### config.mk
export PLATFORM = sky130hd
export DESIGN_NAME = rs485_io_frame_responder
export DESIGN_NICKNAME = d
export VERILOG_FILES = /design/src/rtl/core/rifr_pkg.sv /design/src/rtl/core/rifr_front.sv /design/src/rtl/core/rifr_queue.sv /design/src/rtl/core/rifr_back.sv /design/src/rtl/core/rs485_io_frame_responder.sv
export SDC_FILE = /design/constraint.sdc
export NUM_CORES = 1
export LEC_CHECK = 0
export BUFFER_PORTS_ARGS = -buffer_cell sky130_fd_sc_hd__buf_2
export CAP_MARGIN = 0
export CORE_MARGIN = 3
export CORE_UTILIZATION = 60
export CTS_CLUSTER_DIAMETER = 50
export DETAILED_ROUTE_END_ITERATION = 12
export PLACE_DENSITY = 0.79
export SKIP_LAST_GASP = 1
export SYNTH_ARGS = -nofsm -noshare
export SYNTH_HDL_FRONTEND = slang
export SYNTH_SLANG_ARGS = --single-unit
### constraint.sdc
create_clock -name clock -period 6.9 [get_ports clock]
set_input_delay 1.38 -clock clock [delete_from_list [all_inputs] [get_ports clock]]
set_output_delay 1.38 -clock clock [all_outputs]
set_load 0.01 [all_outputs]
### src/rtl/core/rifr_pkg.sv
// Shared types, constants and CRC helpers for the RS485 I/O frame responder.
package rifr_pkg;

   localparam logic [7:0] ADDR_RESET = 8'hE1;
   localparam logic [7:0] CMD_STATUS = 8'h0A;
   localparam logic [7:0] CMD_SET = 8'h0B;
   localparam int MAX_FRAME_DEFAULT = 256;
   localparam int QUEUE_DEPTH = 2;
   localparam logic [8:0] COUNT_CAP = 9'd511;
   localparam logic [8:0] LEN_STATUS = 9'd6;
   localparam logic [8:0] LEN_SET = 9'd9;
   localparam logic [8:0] LEN_MIN = 9'd6;
   localparam logic [15:0] CRC_INIT = 16'hFFFF;
   localparam logic [15:0] CRC_POLY = 16'hA001;
   localparam logic [3:0] REPLY_LAST = 4'd10;

   typedef struct packed {
      logic [7:0] rx_byte;
      logic       frame_end;
      logic [7:0] input_level_a;
      logic [7:0] input_level_b;
      logic [7:0] input_level_c;
   } req_type;

   typedef struct packed {
      logic [7:0] tx_byte;
      logic       tx_last;
      logic [7:0] relay_group_a;
      logic [7:0] relay_group_b;
      logic [7:0] relay_group_c;
   } rsp_type;

   typedef struct packed {
      logic [7:0] address;
      logic [7:0] input_a;
      logic [7:0] input_b;
      logic [7:0] input_c;
      logic [7:0] relay_a;
      logic [7:0] relay_b;
      logic [7:0] relay_c;
   } job_type;

   typedef struct packed {
      logic    push;
      job_type job;
   } push_type;

   typedef struct packed {
      logic    valid;
      job_type job;
   } head_type;

   function automatic logic [15:0] crc_feed(input logic [15:0] crc, input logic [7:0] b);
      logic [15:0] c;
      c = crc ^ {8'h00, b};
      for (int i = 0; i < 8; i++) begin
         if (c[0]) begin
            c = (c >> 1) ^ CRC_POLY;
         end else begin
            c = c >> 1;
         end
      end
      return c;
   endfunction

   function automatic logic [7:0] hex_digit(input logic [3:0] n);
      logic [7:0] d;
      d = {4'h0, n};
      if (n < 4'd10) begin
         return 8'h30 + d;
      end
      return 8'h37 + d;
   endfunction

endpackage

### src/rtl/core/rifr_front.sv
// Front end: frame intake, CRC check, command decode, relay state and job push.
module rifr_front
   import rifr_pkg::*;
#(
   parameter int MAX_FRAME = MAX_FRAME_DEFAULT
) (
   input  logic       clock,
   input  logic       reset,
   input  logic       csr_write_enable,
   input  logic [7:0] csr_write_data,
   input  logic       req_valid,
   output logic       req_stall,
   input  req_type    req_data,
   input  logic       queue_full,
   output push_type   push_out
);

   localparam int LenLimitInt = (MAX_FRAME < 510) ? MAX_FRAME : 510;
   localparam logic [8:0] LenLimit = LenLimitInt[8:0];

   logic [7:0]  station_ff;
   logic [15:0] crc_ff, crc_in;
   logic [7:0]  tail_ff [4];
   logic [7:0]  tail_in [4];
   logic [8:0]  count_ff, count_in;
   logic [7:0]  first_ff, first_in;
   logic [7:0]  cmd_ff, cmd_in;
   logic [7:0]  pay_ff [3];
   logic [7:0]  pay_in [3];
   logic [7:0]  relay_ff [3];
   logic [7:0]  relay_in [3];
   logic        accept, frame_ok, is_status, is_set;
   logic [15:0] crc_fed;
   logic [8:0]  len;

   assign req_stall = queue_full;
   assign accept = req_valid && !req_stall;

   always_comb begin
      crc_fed = (count_ff >= 9'd4) ? crc_feed(crc_ff, tail_ff[0]) : crc_ff;
      len = (count_ff < COUNT_CAP) ? count_ff + 9'd1 : count_ff;
      first_in = first_ff;
      cmd_in = cmd_ff;
      pay_in = pay_ff;
      if (count_ff == 9'd0) begin
         first_in = req_data.rx_byte;
      end else if (count_ff == 9'd1) begin
         cmd_in = req_data.rx_byte;
      end else if (count_ff <= 9'd4) begin
         pay_in[count_ff[1:0] - 2'd2] = req_data.rx_byte;
      end
      frame_ok = (len >= LEN_MIN) && (len <= LenLimit) && (len < COUNT_CAP) &&
                 (first_in == station_ff) &&
                 (tail_ff[1] == hex_digit(crc_fed[15:12])) &&
                 (tail_ff[2] == hex_digit(crc_fed[11:8])) &&
                 (tail_ff[3] == hex_digit(crc_fed[7:4])) &&
                 (req_data.rx_byte == hex_digit(crc_fed[3:0]));
      is_status = frame_ok && (cmd_in == CMD_STATUS) && (len == LEN_STATUS);
      is_set = frame_ok && (cmd_in == CMD_SET) && (len == LEN_SET);
      relay_in = relay_ff;
      if (is_set) begin
         relay_in = pay_in;
      end
      if (req_data.frame_end) begin
         crc_in = CRC_INIT;
         tail_in = '{default: 8'h00};
         count_in = 9'd0;
      end else begin
         crc_in = crc_fed;
         tail_in[0] = tail_ff[1];
         tail_in[1] = tail_ff[2];
         tail_in[2] = tail_ff[3];
         tail_in[3] = req_data.rx_byte;
         count_in = len;
      end
      push_out.push = accept && req_data.frame_end && (is_status || is_set);
      push_out.job.address = station_ff;
      push_out.job.input_a = req_data.input_level_a;
      push_out.job.input_b = req_data.input_level_b;
      push_out.job.input_c = req_data.input_level_c;
      push_out.job.relay_a = relay_in[0];
      push_out.job.relay_b = relay_in[1];
      push_out.job.relay_c = relay_in[2];
   end

   always_ff @(posedge clock) begin
      if (reset) begin
         station_ff <= ADDR_RESET;
         crc_ff <= CRC_INIT;
         tail_ff <= '{default: 8'h00};
         count_ff <= 9'd0;
         first_ff <= 8'h00;
         cmd_ff <= 8'h00;
         pay_ff <= '{default: 8'h00};
         relay_ff <= '{default: 8'h00};
      end else begin
         if (csr_write_enable) begin
            station_ff <= csr_write_data;
         end
         if (accept) begin
            crc_ff <= crc_in;
            tail_ff <= tail_in;
            count_ff <= count_in;
            first_ff <= first_in;
            cmd_ff <= cmd_in;
            pay_ff <= pay_in;
            if (req_data.frame_end) begin
               relay_ff <= relay_in;
            end
         end
      end
   end

endmodule

### src/rtl/core/rifr_queue.sv
// Short job queue between the front end and the reply sender.
module rifr_queue
   import rifr_pkg::*;
#(
   parameter int DEPTH = QUEUE_DEPTH
) (
   input  logic     clock,
   input  logic     reset,
   input  push_type push_in,
   output logic     full,
   output head_type head,
   input  logic     pop
);

   localparam int PtrW = (DEPTH > 1) ? $clog2(DEPTH) : 1;
   localparam logic [PtrW-1:0] PtrLast = PtrW'(DEPTH - 1);
   localparam logic [PtrW:0] CountFull = (PtrW + 1)'(DEPTH);

   job_type         entry_ff [DEPTH];
   logic [PtrW-1:0] wr_ptr_ff, rd_ptr_ff;
   logic [PtrW:0]   count_ff;
   logic            do_pop;

   assign full = (count_ff == CountFull);
   assign head.valid = (count_ff != '0);
   assign head.job = entry_ff[rd_ptr_ff];
   assign do_pop = pop && head.valid;

   always_ff @(posedge clock) begin
      if (push_in.push) begin
         entry_ff[wr_ptr_ff] <= push_in.job;
      end
   end

   always_ff @(posedge clock) begin
      if (reset) begin
         wr_ptr_ff <= '0;
         rd_ptr_ff <= '0;
         count_ff <= '0;
      end else begin
         if (push_in.push) begin
            wr_ptr_ff <= (wr_ptr_ff == PtrLast) ? '0 : wr_ptr_ff + 1'b1;
         end
         if (do_pop) begin
            rd_ptr_ff <= (rd_ptr_ff == PtrLast) ? '0 : rd_ptr_ff + 1'b1;
         end
         if (push_in.push && !do_pop) begin
            count_ff <= count_ff + 1'b1;
         end else if (do_pop && !push_in.push) begin
            count_ff <= count_ff - 1'b1;
         end
      end
   end

endmodule

### src/rtl/core/rifr_back.sv
// Reply sender: streams the seven status bytes and appends their CRC as four hex digits.
module rifr_back
   import rifr_pkg::*;
(
   input  logic     clock,
   input  logic     reset,
   input  head_type head,
   output logic     pop,
   output logic     rsp_valid,
   input  logic     rsp_stall,
   output rsp_type  rsp_data
);

   logic [3:0]  idx_ff;
   logic [15:0] crc_ff;
   logic        valid_ff;
   rsp_type     data_ff, data_in;
   logic        load;

   assign load = head.valid && (!valid_ff || !rsp_stall);
   assign pop = load && (idx_ff == REPLY_LAST);
   assign rsp_valid = valid_ff;
   assign rsp_data = data_ff;

   always_comb begin
      data_in.tx_last = (idx_ff == REPLY_LAST);
      data_in.relay_group_a = head.job.relay_a;
      data_in.relay_group_b = head.job.relay_b;
      data_in.relay_group_c = head.job.relay_c;
      case (idx_ff)
         4'd0: data_in.tx_byte = head.job.address;
         4'd1: data_in.tx_byte = head.job.input_a;
         4'd2: data_in.tx_byte = head.job.input_b;
         4'd3: data_in.tx_byte = head.job.input_c;
         4'd4: data_in.tx_byte = head.job.relay_a;
         4'd5: data_in.tx_byte = head.job.relay_b;
         4'd6: data_in.tx_byte = head.job.relay_c;
         4'd7: data_in.tx_byte = hex_digit(crc_ff[15:12]);
         4'd8: data_in.tx_byte = hex_digit(crc_ff[11:8]);
         4'd9: data_in.tx_byte = hex_digit(crc_ff[7:4]);
         default: data_in.tx_byte = hex_digit(crc_ff[3:0]);
      endcase
   end

   always_ff @(posedge clock) begin
      if (load) begin
         data_ff <= data_in;
      end
   end

   always_ff @(posedge clock) begin
      if (reset) begin
         valid_ff <= 1'b0;
         idx_ff <= 4'd0;
         crc_ff <= CRC_INIT;
      end else begin
         if (load) begin
            valid_ff <= 1'b1;
         end else if (!rsp_stall) begin
            valid_ff <= 1'b0;
         end
         if (load) begin
            if (idx_ff == REPLY_LAST) begin
               idx_ff <= 4'd0;
               crc_ff <= CRC_INIT;
            end else begin
               idx_ff <= idx_ff + 4'd1;
               if (idx_ff < 4'd7) begin
                  crc_ff <= crc_feed(crc_ff, data_in.tx_byte);
               end
            end
         end
      end
   end

endmodule

### src/rtl/core/rs485_io_frame_responder.sv
// Top level of the RS485 I/O frame responder.
//
//   channel  direction  handshake            payload
//   req      in         req_valid/req_stall  req_type: received byte, frame end, input groups
//   rsp      out        rsp_valid/rsp_stall  rsp_type: reply byte, last flag, relay groups
//   csr      in         csr_write_enable     station address, 8 bits
//
// The front end takes one received byte per cycle unless the queue is full; its CRC step is
// one byte per cycle. A reply is eleven bytes sent one per cycle from the output register
// unless stalled; a job waits in a two-entry queue, and input stalls only while it is full.
// Reset is synchronous, active high, and clears frame state, relays and the queue.
// A stalled reply holds in the output register; input is taken until the queue fills.
module rs485_io_frame_responder
   import rifr_pkg::*;
#(
   parameter int MAX_FRAME = MAX_FRAME_DEFAULT
) (
   input  logic       clock,
   input  logic       reset,
   input  logic       csr_write_enable,
   input  logic [7:0] csr_write_data,
   input  logic       req_valid,
   output logic       req_stall,
   input  req_type    req_data,
   output logic       rsp_valid,
   input  logic       rsp_stall,
   output rsp_type    rsp_data
);

   push_type push;
   head_type head;
   logic     queue_full;
   logic     pop;

   rifr_front #(
      .MAX_FRAME(MAX_FRAME)
   ) u_front (
      .clock(clock),
      .reset(reset),
      .csr_write_enable(csr_write_enable),
      .csr_write_data(csr_write_data),
      .req_valid(req_valid),
      .req_stall(req_stall),
      .req_data(req_data),
      .queue_full(queue_full),
      .push_out(push)
   );

   rifr_queue #(
      .DEPTH(QUEUE_DEPTH)
   ) u_queue (
      .clock(clock),
      .reset(reset),
      .push_in(push),
      .full(queue_full),
      .head(head),
      .pop(pop)
   );

   rifr_back u_back (
      .clock(clock),
      .reset(reset),
      .head(head),
      .pop(pop),
      .rsp_valid(rsp_valid),
      .rsp_stall(rsp_stall),
      .rsp_data(rsp_data)
   );

endmodule

* After elaboration in Yosys (flattened, before gate mapping)
Memory sizes are Yosys's and may differ from the RTL's. A register that Yosys moved wholly into a read port is not among the register bits.
Index checks and enable logic that the tools add are counted.
** Operators by class
- Reductions and logical operators :: 35
- Bitwise logic cells :: 19
- $mul :: 0
- Add/subtract/negate cells :: 23
- Shift operators :: 0
- Div/mod/pow operators :: 0
- Eq/ne operators :: 22
- $lt $le $gt $ge :: 17
- Muxes and demuxes :: 101
** Operator list (number)
- $mux 16 :: 48
- $mux 8 :: 20
- $add 6x4->7 const A :: 16
- $mux 24 :: 4
- $pmux 8 s10 :: 1
- $not 2->3 :: 17
- $eq 8x8->1 :: 5
- $lt 4x4->1 const B :: 8
- $mux 32 :: 1
- $xor 16x8->16 :: 2
- $bwmux 24 :: 1
- $logic_and 1x1->1 :: 20
- $mux 1 :: 20
- $ge 9x3->1 const B :: 2
- $lt 9x9->1 const B :: 2
- $mux 9 :: 2
- $demux 8 s2 :: 1
- $eq 4x3->1 const B :: 4
- $eq 8x4->1 const B :: 2
- $eq 4x4->1 const B :: 3
- $reduce_or 10->1 :: 1
- $add 9x1->9 const B :: 1
- $eq 9x1->1 const B :: 1
- $eq 9x3->1 const B :: 1
- 23 further kinds :: 34
** Word-level totals
- Output and inout port bits :: 35
- Bits in read-only memories :: 0
- Word-level logic and storage cells :: 244
- Register bits after elaboration :: 187
- Input port bits :: 46
- Bits in latches :: 0
- Memory bits (writable) :: 112
- Memories kept :: 1
** Memory list
- u_queue.entry_ff :: words 2, width 56, rd ports 1, clocked after Yosys merged registers in 1, wr ports 1, line rifr_queue.sv:19 : job_type entry_ff [DEPTH];

* Longest topological paths before layout
- Word-level depth :: 52
- Depth in mapped cells :: 20
- Mapped depth without buffers :: 18

* Hierarchy
Synthesis repeated with hierarchy kept, for this count alone.
** Second synthesis, totals
- Cell total of the unflattened synthesis :: 1539
- Area, all modules :: 16020.4 µm²
** By module, submodules not included
- rifr_front :: area an instance 8184.1 µm², cells each 999, seq. area each 2582.5 µm², times used 1
- rifr_queue :: area an instance 4262.8 µm², cells each 196, seq. area each 3463.3 µm², times used 1
- rifr_back :: area an instance 3573.4 µm², cells each 344, seq. area each 1411.4 µm², times used 1

* Worst setup path after synthesis
OpenSTA, ideal clock, no wires.
- Path kind :: reg2reg
- Start point :: register u_front.count_ff[6]
- End point :: memory u_queue.entry_ff[1][0] in the netlist's numbering, enable pin
- Data arrival time :: 4.878 ns
- Setup time :: 0.420 ns
- Cell stages (with the launch flop) :: 18
- Path slack :: 1.602 ns
- Buffers on the path :: 4
- Data required time :: 6.480 ns
- Period minus slack after synthesis :: 5.298 ns
- Cell sequence :: dfxtp_1 > clkbuf_1 > nor4_4 > nand2_2 > clkbuf_1 > clkbuf_1 > mux2i_1 > ha_1 > nand2_1 > nor3b_1 > a211oi_1 > a31oi_1 > xnor2_1 > o2111ai_1 > nor4_1 > buf_2 > and3_1 > and2_1
** RTL lines
- from (decl) :: line rifr_front.sv:25 : logic [8:0] count_ff, count_in;
- from (signal assigned) :: line rifr_front.sv:103 : count_ff <= count_in;
- to (decl) :: line rifr_queue.sv:19

==> results.yml <==
timing:
  fmax_mhz: 179
  finalCritPeriodShare_pct: 81.1
  finalCriticalPeriod_ns: 5.60
  fin_skew_ns: 0.0217
  tightest_slew_ns: 1.19
  hold_viol: 0
  rsz0062_at_grt: "no"
  hold-worst-slack_ns: 0.457
  timing.slew.headroom_pct: 20.3
  maxSlewViolCount: 0
  fin_tns_setup_ns: 0
  setup_violations: 0
critical_path:
  critPathBufInv: 2
  timing.critical_path.depth: 12
  r2r_end: "u_queue.entry_ff[1][8]"
  crit_path_frequent_cell: "buf_4"
  cp-end-kind: "flop"
  critPathArrivalTime_ns: 5.76
  path_delay_family: "simple AND/OR/NAND/NOR gates"
  cp_max_fo: 34
  cp.required_ns: 7.06
  start_kind: "flop"
  r2r_slack_ns: 1.30
  rr_startpoint: "u_front.count_ff[4]"
  rr_worst_depth: 12
  crit_path_top_delay_cell: "o21ai_0"
  path_class: "flop to flop"
  cpPeakStageDelay_ns: 0.63
  critPathLaunch: "u_front.count_ff[4]"
  crit_chain: "nor4_4 > nand2_2 > o21ai_0 > ha_1 > or3b_1 > a2111oi_0 > a31oi_1 > a221oi_2 > buf_4 > and3_1 > and2_2 > buf_4"
final_layout:
  nets: 1476
  postLayoutCoreUtil_pct: 68.9
  layout-drive-gt1-share_pct: 17.3
  insertedDiodeCount: 0
  syn_to_final_growth_pct: 11.3
  fillers: 1826
clock_tree:
  cts.sinks: 300
  cts_buffers: 35
  cts_tree: "built"
  cts_resized: 0
  htree_levels: 2
  hold_buffers: 0
  clkLatencyLatePin_ns: 0.52
  cts-root-buf: "clkbuf_16"
  clk_pin_slew_worst_paths_ns: 0.06
  cts_max_path_buffers: 3
  cts_setup_buffers: 0
yosys:
  syn_inst: 1387
  synth-edff-count: 145
  yosys_most_used_dff: "dfxtp_1"
  async_flop_share_pct: 0
  yosys_warnings: 0
  syn_area_per_cell_sq_um: 10.6
  syn-cell-area_sq_mm: 0.0147
  netlist.area_leader.share_pct: 29.6
  ys_seq_area_share_pct: 50.6
  ys_seq_elements: 300
  synth.distinct_cells: 85
  synth.area.top_cells: "edfxtp_1, dfxtp_1, mux2i_1"
  yosysTopAreaCell: "edfxtp_1"
  synth_nets: 1446
  synth.most_common_cell: "dfxtp_1"
  synth_top_cells_by_count: "dfxtp_1, edfxtp_1, nor2_1, a21oi_1, nand2_1"
pwr:
  power_mw: 3.88
  ir_drop_mv: 0.200
  p_per_area_mw_per_mm2: 236
  leakagePower_nw: 5.99
routing:
  first_iter_violations: 967
  wire_per_inst_um: 20.4
  ant_nets: 0
  avgViaCountPerCell: 6.21
  wirelength_um: 36000
  drcViolationCount: 0
  dr_total_vias: 10950
  first_pass_iters: 5
floorplan:
  die_y_um: 163
  io_pins: 81
  num_rows: 56
  core_sq_mm: 0.0238
  dieArea_sq_mm: 0.0265
  die_w_um: 163
  initial_core_util_pct: 61.8
min_path:
  holdPathStages: 2
  hold_end: "u_front.pay_ff[1]"
  hp-start: "u_front.pay_ff[1]"
  min_path_type: "flop to flop"
placed_design:
  portBuffers: 80
  dpl.hpwl_um: 24500
  gp_congestion: 0.895
grt:
  grt_pass1_wl_um: 56600
  grt_max_degree: 73
  grt_pass1_vias: 10325
  grt-ovfl-total: 0
  antenna_found_initial: 0
  grt.total_usage_pct: 26.9
job:
  maxCapViolations: 0
outcome:
  outcome: "finished, final reports clean"
metal layers:
layer  GRT usage, %  wire (um)  up-vias  share of wire [%]
met4           10.5       1330        0                3.7
li1               -          -     5168                  -
met3           4.50       2400       76                6.7
met1           36.9      15500     5295                 43
met5              0          0        -                  0
met2           43.0      16800      411                 47
state kept, by name, indices dropped and copies added, names as in the netlist, named ones only:
signal,count
u_front.first_ff,8
u_back.rsp_data,33
u_back.crc_ff,16
u_front.count_ff,9
u_back.idx_ff,4
u_queue.entry_ff,112
u_front.tail_ff,32
u_front.crc_ff,16
u_queue.wr_ptr_ff,1
u_front.pay_ff,24
u_front.station_ff,8
u_queue.rd_ptr_ff,1
u_front.relay_ff,24
u_back.rsp_valid,1
u_queue.count_ff,2
u_front.cmd_ff,8
worst reg2reg max path, cell delays in order, from the launching register on:
cell	delay (ns)
dfxtp_1	0.42
nor4_4	0.41
nand2_2	0.47
o21ai_0	0.64
ha_1	0.30
or3b_1	0.37
a2111oi_0	0.61
a31oi_1	0.13
a221oi_2	0.26
buf_4	0.35
and3_1	0.25
and2_2	0.53
buf_4	0.51
worst max path at each step:
stage,to,slack [ns]
final,u_queue.entry_ff[1][8],1.30
after global routing,u_queue.entry_ff[1][17],1.0
after CTS,u_queue.entry_ff[1][17],1.39
after detailed placement,u_queue.entry_ff[1][42],1.39
after global placement,u_queue.entry_ff[1][42],1.59
after floorplan,u_queue.entry_ff[1][0],1.60
kinds of logic (layout without fill, tap and decap cells):
kind of cell	Yosys count	in the layout	synth area share, %
AO/OA/AOI/OAI	312	312	13.8
XOR/XNOR	79	79	5.73
adder cells (fa/ha/maj)	13	13	1.10
buffers and inverters	129	186	3.60
flip-flops	300	300	50.6
multiplexers	141	141	10.8
AND/OR/NAND/NOR	413	413	14.3
cell usage in the layout, fill, tap and decap left out, types with 19 or more instances in the layout:
cell       count
nand2_1       90
o22ai_1       19
buf_4         21
inv_1         21
clkbuf_16     37
and3_1        38
o21a_1        29
mux2i_1       61
xnor2_1       39
a41oi_1       24
dfxtp_1      154
o211ai_1      22
nand3_1       19
o21ai_0       48
nor2_1       139
xor2_1        26
nor3_1        25
a21oi_1       94
buf_2         79
mux2_4        20
edfxtp_1     145
mux2_2        49
final cells by class:
| class | count | area [sq um] | area share, % |
|---|---|---|---|
| Clock inverter | 18 | 171 | 1.05 |
| Timing Repair Buffer | 100 | 553 | 3.37 |
| Multi-Input combinational cell | 958 | 6770 | 41.3 |
| Sequential cell | 300 | 7460 | 45.5 |
| Tap cell | 319 | 399 | 2.43 |
| Inverter | 22 | 82.6 | 0.503 |
| Clock buffer | 46 | 970 | 5.91 |
metrics by stage:
stage                     cells  setup slack, ns  instance area (sq um)
after floorplan            1387             1.60                  14700
after global placement     1699             1.59                  15300
after detailed placement   1699             1.39                  15300
after CTS                  1763             1.39                  16400
after global routing       1763            0.997                  16400
final                      1763             1.30                  16400
where the power goes:
| group | internal (mW) | leakage (nW) | switching (mW) |
|---|---|---|---|
| Clock | 1.08 | 0.552 | 0.728 |
| Sequential | 1.87 | 2.37 | 0.0196 |
| Combinational | 0.0718 | 3.07 | 0.109 |
(Power assumes the default switching activity.)
